--- src/hw/rtl/sha1_pkg.sv ---
// package: transaction types, constants and round helpers for the sha-1 engine
package sha1_pkg;

    typedef struct packed {
        logic [7:0] data_byte;
        logic       byte_present;
        logic       end_of_message;
    } sha1_in_t;

    typedef struct packed {
        logic [31:0] digest_word;
        logic [2:0]  word_index;
        logic        last_word;
    } sha1_out_t;

    // command handed from the front part to the back part
    typedef struct packed {
        logic [7:0] data_byte;
        logic       byte_present;
        logic       end_of_message;
    } sha1_cmd_t;

    localparam int CmdFifoDepth = 4;

    localparam logic [31:0] H0 = 32'h67452301;
    localparam logic [31:0] H1 = 32'hEFCDAB89;
    localparam logic [31:0] H2 = 32'h98BADCFE;
    localparam logic [31:0] H3 = 32'h10325476;
    localparam logic [31:0] H4 = 32'hC3D2E1F0;

    localparam logic [31:0] K0 = 32'h5A827999;
    localparam logic [31:0] K1 = 32'h6ED9EBA1;
    localparam logic [31:0] K2 = 32'h8F1BBCDC;
    localparam logic [31:0] K3 = 32'hCA62C1D6;

    localparam logic [5:0] LenStartPos = 6'd56;

    function automatic logic [31:0] rotl(input logic [31:0] x, input int n);
        rotl = (x << n) | (x >> (32 - n));
    endfunction

    // round function and constant by round number
    function automatic logic [63:0] round_fk(input logic [6:0] rnd, input logic [31:0] b,
                                             input logic [31:0] c, input logic [31:0] d);
        logic [31:0] f;
        logic [31:0] k;
        if (rnd < 7'd20) begin
            f = (b & c) | (~b & d);
            k = K0;
        end else if (rnd < 7'd40) begin
            f = b ^ c ^ d;
            k = K1;
        end else if (rnd < 7'd60) begin
            f = (b & c) | (b & d) | (c & d);
            k = K2;
        end else begin
            f = b ^ c ^ d;
            k = K3;
        end
        round_fk = {f, k};
    endfunction

endpackage

--- src/hw/rtl/sha1_cmd_fifo.sv ---
// small command queue between the front and the back part
module sha1_cmd_fifo #(
    parameter int DEPTH = 4
) (
    input  logic                aclk,
    input  logic                aresetn,
    input  logic                wr_valid,
    output logic                wr_ready,
    input  sha1_pkg::sha1_cmd_t wr_data,
    output logic                rd_valid,
    input  logic                rd_ready,
    output sha1_pkg::sha1_cmd_t rd_data
);
    import sha1_pkg::*;

    localparam int AW = (DEPTH > 1) ? $clog2(DEPTH) : 1;

    sha1_cmd_t        mem_reg [DEPTH];
    logic [AW-1:0]    wptr_reg, wptr_next;
    logic [AW-1:0]    rptr_reg, rptr_next;
    logic [AW:0]      cnt_reg, cnt_next;
    logic             do_wr, do_rd;

    assign wr_ready = (cnt_reg != (AW+1)'(DEPTH));
    assign rd_valid = (cnt_reg != '0);
    assign rd_data  = mem_reg[rptr_reg];
    assign do_wr    = wr_valid & wr_ready;
    assign do_rd    = rd_valid & rd_ready;

    // pointer and count update
    always_comb begin
        wptr_next = wptr_reg;
        rptr_next = rptr_reg;
        if (do_wr) begin
            wptr_next = (wptr_reg == AW'(DEPTH - 1)) ? '0 : wptr_reg + 1'b1;
        end
        if (do_rd) begin
            rptr_next = (rptr_reg == AW'(DEPTH - 1)) ? '0 : rptr_reg + 1'b1;
        end
        cnt_next = cnt_reg + (AW+1)'(do_wr) - (AW+1)'(do_rd);
    end

    always_ff @(posedge aclk) begin
        if (!aresetn) begin
            wptr_reg <= '0;
            rptr_reg <= '0;
            cnt_reg  <= '0;
        end else begin
            wptr_reg <= wptr_next;
            rptr_reg <= rptr_next;
            cnt_reg  <= cnt_next;
        end
    end

    // storage
    always_ff @(posedge aclk) begin
        if (do_wr) begin
            mem_reg[wptr_reg] <= wr_data;
        end
    end

endmodule

--- src/hw/rtl/sha1_front.sv ---
// front part: takes input transactions and drops those that do nothing
module sha1_front (
    input  logic                s_valid,
    output logic                s_ready,
    input  sha1_pkg::sha1_in_t  s_data,
    output logic                cmd_valid,
    input  logic                cmd_ready,
    output sha1_pkg::sha1_cmd_t cmd_data
);
    import sha1_pkg::*;

    logic useful;

    // an item with no byte and no end changes nothing
    assign useful    = s_data.byte_present | s_data.end_of_message;
    assign cmd_valid = s_valid & useful;
    assign s_ready   = cmd_ready | ~useful;
    assign cmd_data  = '{data_byte: s_data.data_byte,
                         byte_present: s_data.byte_present,
                         end_of_message: s_data.end_of_message};

endmodule

--- src/hw/rtl/sha1_core.sv ---
// back part: block buffer, padding sequencer, round engine and digest output
module sha1_core (
    input  logic                aclk,
    input  logic                aresetn,
    input  logic                cmd_valid,
    output logic                cmd_ready,
    input  sha1_pkg::sha1_cmd_t cmd_data,
    output logic                m_valid,
    input  logic                m_ready,
    output sha1_pkg::sha1_out_t m_data
);
    import sha1_pkg::*;

    typedef enum logic [5:0] {
        ST_IDLE  = 6'b000001,
        ST_PAD80 = 6'b000010,
        ST_PADZ  = 6'b000100,
        ST_LEN   = 6'b001000,
        ST_RND   = 6'b010000,
        ST_OUT   = 6'b100000
    } state_t;

    state_t       state_reg, state_next;
    state_t       ret_reg, ret_next;
    logic [31:0]  h_reg [5];
    logic [31:0]  w_reg [16];
    logic [31:0]  a_reg, b_reg, c_reg, d_reg, e_reg;
    logic [5:0]   fill_reg, fill_next;
    logic [63:0]  bits_reg, bits_next;
    logic [63:0]  len_reg;
    logic [6:0]   rnd_reg;
    logic [2:0]   ocnt_reg;
    logic         fin_reg, fin_next;

    logic         push;
    logic [7:0]   push_byte;
    logic         start_rnd;
    logic [31:0]  wnew, wcur, t_val;
    logic [63:0]  fk;

    assign cmd_ready = (state_reg == ST_IDLE);

    // byte to push this cycle
    always_comb begin
        push      = 1'b0;
        push_byte = cmd_data.data_byte;
        case (state_reg)
            ST_IDLE: begin
                push = cmd_valid & cmd_data.byte_present;
            end
            ST_PAD80: begin
                push = 1'b1;
                push_byte = 8'h80;
            end
            ST_PADZ: begin
                push = (fill_reg != LenStartPos);
                push_byte = 8'h00;
            end
            ST_LEN: begin
                push = 1'b1;
                push_byte = len_reg[63:56];
            end
            default: begin
                push = 1'b0;
            end
        endcase
    end

    assign start_rnd = push & (fill_reg == 6'd63);

    // message schedule and round datapath
    assign wcur  = w_reg[0];
    assign wnew  = rotl(w_reg[13] ^ w_reg[8] ^ w_reg[2] ^ w_reg[0], 1);
    assign fk    = round_fk(rnd_reg, b_reg, c_reg, d_reg);
    assign t_val = rotl(a_reg, 5) + fk[63:32] + e_reg + fk[31:0] + wcur;

    // sequencer
    always_comb begin
        state_next = state_reg;
        ret_next   = ret_reg;
        fill_next  = push ? fill_reg + 6'd1 : fill_reg;
        bits_next  = bits_reg;
        fin_next   = fin_reg;
        case (state_reg)
            ST_IDLE: begin
                if (cmd_valid) begin
                    if (cmd_data.byte_present) begin
                        bits_next = bits_reg + 64'd8;
                    end
                    fin_next = cmd_data.end_of_message;
                    if (start_rnd) begin
                        state_next = ST_RND;
                        ret_next = cmd_data.end_of_message ? ST_PAD80 : ST_IDLE;
                    end else if (cmd_data.end_of_message) begin
                        state_next = ST_PAD80;
                    end
                end
            end
            ST_PAD80: begin
                state_next = start_rnd ? ST_RND : ST_PADZ;
                ret_next = ST_PADZ;
            end
            ST_PADZ: begin
                if (fill_reg == LenStartPos) begin
                    state_next = ST_LEN;
                end else if (start_rnd) begin
                    state_next = ST_RND;
                    ret_next = ST_PADZ;
                end
            end
            ST_LEN: begin
                if (start_rnd) begin
                    state_next = ST_RND;
                    ret_next = ST_OUT;
                end
            end
            ST_RND: begin
                if (rnd_reg == 7'd79) begin
                    state_next = ret_reg;
                end
            end
            ST_OUT: begin
                if (m_ready && ocnt_reg == 3'd4) begin
                    state_next = ST_IDLE;
                    bits_next = '0;
                    fill_next = '0;
                end
            end
            default: begin
                state_next = ST_IDLE;
            end
        endcase
    end

    // control registers
    always_ff @(posedge aclk) begin
        if (!aresetn) begin
            state_reg <= ST_IDLE;
            ret_reg   <= ST_IDLE;
            fill_reg  <= '0;
            bits_reg  <= '0;
            fin_reg   <= 1'b0;
            rnd_reg   <= '0;
            ocnt_reg  <= '0;
            h_reg[0]  <= H0;
            h_reg[1]  <= H1;
            h_reg[2]  <= H2;
            h_reg[3]  <= H3;
            h_reg[4]  <= H4;
        end else begin
            state_reg <= state_next;
            ret_reg   <= ret_next;
            fill_reg  <= fill_next;
            bits_reg  <= bits_next;
            fin_reg   <= fin_next;
            rnd_reg   <= (state_reg == ST_RND) ? rnd_reg + 7'd1 : '0;
            if (state_reg == ST_RND && rnd_reg == 7'd79) begin
                h_reg[0] <= h_reg[0] + t_val;
                h_reg[1] <= h_reg[1] + a_reg;
                h_reg[2] <= h_reg[2] + rotl(b_reg, 30);
                h_reg[3] <= h_reg[3] + c_reg;
                h_reg[4] <= h_reg[4] + d_reg;
            end
            if (state_reg == ST_OUT && m_ready) begin
                ocnt_reg <= (ocnt_reg == 3'd4) ? 3'd0 : ocnt_reg + 3'd1;
                if (ocnt_reg == 3'd4) begin
                    h_reg[0] <= H0;
                    h_reg[1] <= H1;
                    h_reg[2] <= H2;
                    h_reg[3] <= H3;
                    h_reg[4] <= H4;
                end
            end
        end
    end

    // word shift line: bytes enter at the tail, rounds shift it and feed in the next schedule word
    always_ff @(posedge aclk) begin
        if (push) begin
            w_reg[15] <= {w_reg[15][23:0], push_byte};
            if (fill_reg[1:0] == 2'd0) begin
                for (int i = 0; i < 15; i++) begin
                    w_reg[i] <= w_reg[i+1];
                end
            end
        end else if (state_reg == ST_RND) begin
            for (int i = 0; i < 15; i++) begin
                w_reg[i] <= w_reg[i+1];
            end
            w_reg[15] <= wnew;
        end
    end

    // working variables and length capture
    always_ff @(posedge aclk) begin
        if (state_reg == ST_RND) begin
            a_reg <= t_val;
            b_reg <= a_reg;
            c_reg <= rotl(b_reg, 30);
            d_reg <= c_reg;
            e_reg <= d_reg;
        end else begin
            a_reg <= h_reg[0];
            b_reg <= h_reg[1];
            c_reg <= h_reg[2];
            d_reg <= h_reg[3];
            e_reg <= h_reg[4];
        end
        if (state_reg == ST_PAD80) begin
            len_reg <= bits_reg;
        end else if (state_reg == ST_LEN) begin
            len_reg <= {len_reg[55:0], 8'h00};
        end
    end

    assign m_valid = (state_reg == ST_OUT);
    assign m_data  = '{digest_word: h_reg[ocnt_reg],
                       word_index: ocnt_reg,
                       last_word: (ocnt_reg == 3'd4) & fin_reg};

endmodule

--- src/hw/rtl/sha1_hash_engine_top.sv ---
// top level of the sha-1 hash engine
//
// s_ channel: one transaction carries an optional message byte and an optional
// end-of-message mark; bytes are hashed in arrival order. m_ channel: after an
// end mark, five transactions carry the digest words, most significant first,
// the fifth flagged by last_word. A transaction with neither byte nor end is
// taken and dropped.
// Bytes are accepted one per cycle while the four-entry command queue has
// room; each 64th byte starts the 80-round compression, one round per cycle.
// Finishing a message takes the padding bytes (one per cycle, up to 64 + 8)
// plus one or two compressions before the first digest word appears.
// When the receiver stalls, the digest words wait and the queue fills; the
// input then stalls too. Reset (aresetn low, synchronous) empties the queue,
// restores the initial chaining value and zeroes the length and fill count.
module sha1_hash_engine_top #(
    parameter int CMD_FIFO_DEPTH = sha1_pkg::CmdFifoDepth
) (
    input  logic               aclk,
    input  logic               aresetn,
    input  logic               s_valid,
    output logic               s_ready,
    input  sha1_pkg::sha1_in_t  s_data,
    output logic               m_valid,
    input  logic               m_ready,
    output sha1_pkg::sha1_out_t m_data
);
    import sha1_pkg::*;

    sha1_cmd_t f_cmd, b_cmd;
    logic      f_valid, f_ready, b_valid, b_ready;

    sha1_front u_front (
        .s_valid  (s_valid),
        .s_ready  (s_ready),
        .s_data   (s_data),
        .cmd_valid(f_valid),
        .cmd_ready(f_ready),
        .cmd_data (f_cmd)
    );

    sha1_cmd_fifo #(.DEPTH(CMD_FIFO_DEPTH)) u_fifo (
        .aclk    (aclk),
        .aresetn (aresetn),
        .wr_valid(f_valid),
        .wr_ready(f_ready),
        .wr_data (f_cmd),
        .rd_valid(b_valid),
        .rd_ready(b_ready),
        .rd_data (b_cmd)
    );

    sha1_core u_core (
        .aclk     (aclk),
        .aresetn  (aresetn),
        .cmd_valid(b_valid),
        .cmd_ready(b_ready),
        .cmd_data (b_cmd),
        .m_valid  (m_valid),
        .m_ready  (m_ready),
        .m_data   (m_data)
    );

endmodule

--- config.mk ---
export PLATFORM = sky130hd
export DESIGN_NAME = sha1_hash_engine_top
export DESIGN_NICKNAME = d
export VERILOG_FILES = /design/src/hw/rtl/sha1_pkg.sv /design/src/hw/rtl/sha1_cmd_fifo.sv /design/src/hw/rtl/sha1_front.sv /design/src/hw/rtl/sha1_core.sv /design/src/hw/rtl/sha1_hash_engine_top.sv
export SDC_FILE = /design/constraint.sdc
export NUM_CORES = 2
export LEC_CHECK = 0
export BUFFER_PORTS_ARGS = -buffer_cell sky130_fd_sc_hd__buf_2
export CAP_MARGIN = 20
export CORE_MARGIN = 2
export CORE_UTILIZATION = 35
export DETAILED_ROUTE_END_ITERATION = 16
export HOLD_SLACK_MARGIN = 0.02
export PLACE_DENSITY = 0.48
export SYNTH_ARGS = -nofsm -noshare
export SYNTH_HDL_FRONTEND = slang
export SYNTH_HIERARCHICAL = 1
export SYNTH_SLANG_ARGS = --single-unit
--- constraint.sdc ---
create_clock -name aclk -period 16.16 [get_ports aclk]
set_clock_uncertainty 0.1 [all_clocks]
set_input_delay 1.616 -clock aclk [delete_from_list [all_inputs] [get_ports aclk]]
set_output_delay 1.616 -clock aclk [all_outputs]
set_load 0.005 [all_outputs]
==> out/results.txt <==
Critical Path Slowest Stage Cell: nand2_1
DR pass1 iterations: 5
Max VDD drop: 0.116 mV
Rel. slew slack: 25.6%
Rows: 138
Synth Area per Inst: 11.9 µm²
Status: completed
#FFs+latches synth: 1033
Pin count of the biggest net entering global routing: 90
Async S/R FF share, synth: 0%
Layout area overhead: 12.5%
First-pass GRT wire length: 192000 µm
# setup viols final: 0
Post-Synthesis Cells: 4154
Die Y: 380 µm
CP top delay family: compound AO/OA/AOI/OAI gates
Setup Buffers After CTS: 0
TritonCTS clock tree: done
Post-cts sizing count: 0
H-tree Lvls: 3
Yosys warns: 6
Max stage delay on crit path: 540 ps
Final period util: 53.6%
Reg power frac: 42.5%
Crit path launch type: flip-flop
Clk pwr share: 26.3%
Clock Sinks: 1033
Ranking of synthesized cells by area: edfxtp_1, dfxtp_1, nand2_1
Core footprint: 141000 µm²
Crit path kind: reg2reg
Pint: 6.46 mW
Sw Pwr: 3.25 mW
Syn_nets: 4505
Drt via density: 4.96
Fmax: 116 MHz
Die width: 380 µm
Area leader, netlist: edfxtp_1
Layout cell share with drive strength beyond 1: 9.01%
Max FFs per register: 512
Logic pwr share: 31.2%
Routed WL per cell: 20.3 µm
Total CTS buffers: 112
Crit path top cell by count: nand2_1
Switching part of the total power: 33.5%
CP Capture Type: flip-flop
Hpwl dp: 88900 µm
Worst skew pair latency: 760 ps
Overall routing resource usage: 17.4%
1st-iter DRT viols: 2345
Final instance area: 55700 µm²
Fin Hold WS: 279 ps
Max Cap Viol: 0
Final Slew Violations: 0
Count of cell types in the netlist: 89
WP data required: 16520 ps
Final setup TNS: 0 ps
Port bufs: 51
Layout Cells excl Fill: 6219
Placed inst area: 51900 µm²
RSZ-0062 raised after global routing: false
CTS root buffer: clkbuf_16
WP buf/inv: 4
# IOs: 52
Area of the die: 145000 µm²
Via count: 30835
Hold WC Path Type: reg2reg
Data arrival, critical path: 9010 ps
Routed wire length: 127000 µm
Vias in the first global route: 30799
Worst-margin pin slew: 1120 ps
GP Congestion: 0.865
Clock transition at path regs: 70 ps
Most common cell after layout, fill and taps aside: nand2_1
Post-route minimum period: 8660 ps
Total Power: 9.71 mW
Grt total ovfl: 0
Number of placed instances with taps included: 6001
Hold buffers post-CTS: 0
Final Hold Viols: 0
Crit-path max FO: 14
Static leakage: 20.9 nW
Synthesized area: 49500 µm²
Most frequent cells in the layout: nand2_1, edfxtp_1, dfxtp_1
Final nets: 4580
Seq/Total Area, Yosys: 57.4%
Ys flop type: edfxtp_1
Final ANT Viol Nets: 0
Initial Util: 35.1%
Initial antenna violation count: 1
Yosys top cell area share: 46.9%
Residual DRC: 0
CTS Buffer Depth: 3
EDFF count, synth: 773
Power density cells: 174 nW/µm²
==> cells by family after synthesis <==
group           after synthesis  share of synthesized area (%)
compound gates              668                           8.76
xor+xnor                    311                           5.53
fa+ha+maj                   337                           10.4
buf+inv                     372                           2.93
flops                      1033                           57.4
mux                         113                           3.45
simple gates               1320                           11.5
==> worst register-to-register path, delay by kind of cell (launching register included) <==
family / cells / cell delay, ps
AND/OR/NAND/NOR: 7 / 1320
AO/OA/AOI/OAI: 15 / 3310
XOR/XNOR: 2 / 340
buffers and inverters: 4 / 580
adder cells (fa/ha/maj): 6 / 2310
flip-flops: 1 / 420
==> cells in the mapped netlist (all sizes together), types with 9 or more instances <==
cell / count
xor2: 113
dfxtp: 260
a221oi: 9
inv: 243
clkbuf: 95
or3: 40
nand2: 795
nor3: 33
o31ai: 12
and3: 35
buf: 33
mux2i: 28
a211oi: 16
a21oi: 184
and2: 22
a31oi: 23
a211o: 9
nand2b: 23
nand4: 25
fa: 124
nor2: 220
nand3: 59
o21a: 38
mux2: 43
o221ai: 15
ha: 213
edfxtp: 773
o211ai: 13
mux4: 42
o21ai: 158
o21bai: 17
a21o: 87
nor2b: 24
xnor2: 197
==> metrics by stage <==
step           setup WS (ps)  utilization [%]
2_1_floorplan           1350                -
3_3_place_gp            7770             36.8
3_5_place_dp            7580             36.8
4_1_cts                 7520             39.4
5_1_grt                 6950             39.5
6_report                7500             39.5
==> area by class of cell <==
type / count / area [µm²]
antenna: 2 / 5.00
clock buffer: 166 / 3160
clock inverter: 46 / 502
fill: 13544 / 85300
inverter: 244 / 916
multi-input combinational: 2749 / 19700
sequential: 1033 / 28400
tap: 1890 / 2360
timing repair buffer: 89 / 633
==> final timing paths <==
| check | start | depth (start not counted) | to | slack, ps |
|---|---|---|---|---|
| setup / recovery | u_core/rnd_reg[2] | 34 | u_core/h_reg[0][30] | 7500 |
| hold / removal | u_core/w_reg[1][85] | 0 | u_core/w_reg[1][53] | 280 |
| setup reg to reg | u_core/rnd_reg[2] | 34 | u_core/h_reg[0][30] | 7500 |
| hold reg to reg | u_core/w_reg[1][85] | 0 | u_core/w_reg[1][53] | 280 |
==> power by group through the flow <==
stage | logic [mW] | clock network, mW | registers (mW)
after floorplan | 2.26 | 0 | 4.39
after global placement | 2.97 | 0 | 4.18
after detailed placement | 2.97 | 0 | 4.20
after CTS | 3.00 | 2.64 | 4.16
after global routing | 3.39 | 2.75 | 4.20
final | 3.03 | 2.55 | 4.13
==> per-layer routing <==
| layer | vias up | wire length [µm] | global-route usage, % |
|---|---|---|---|
| li1 | 14871 | - | - |
| met1 | 15237 | 62000 | 25.4 |
| met2 | 566 | 57000 | 27.2 |
| met3 | 161 | 4710 | 2.35 |
| met4 | 0 | 2850 | 4.35 |
| met5 | - | 0 | 0 |
(Power assumes the default switching activity.)
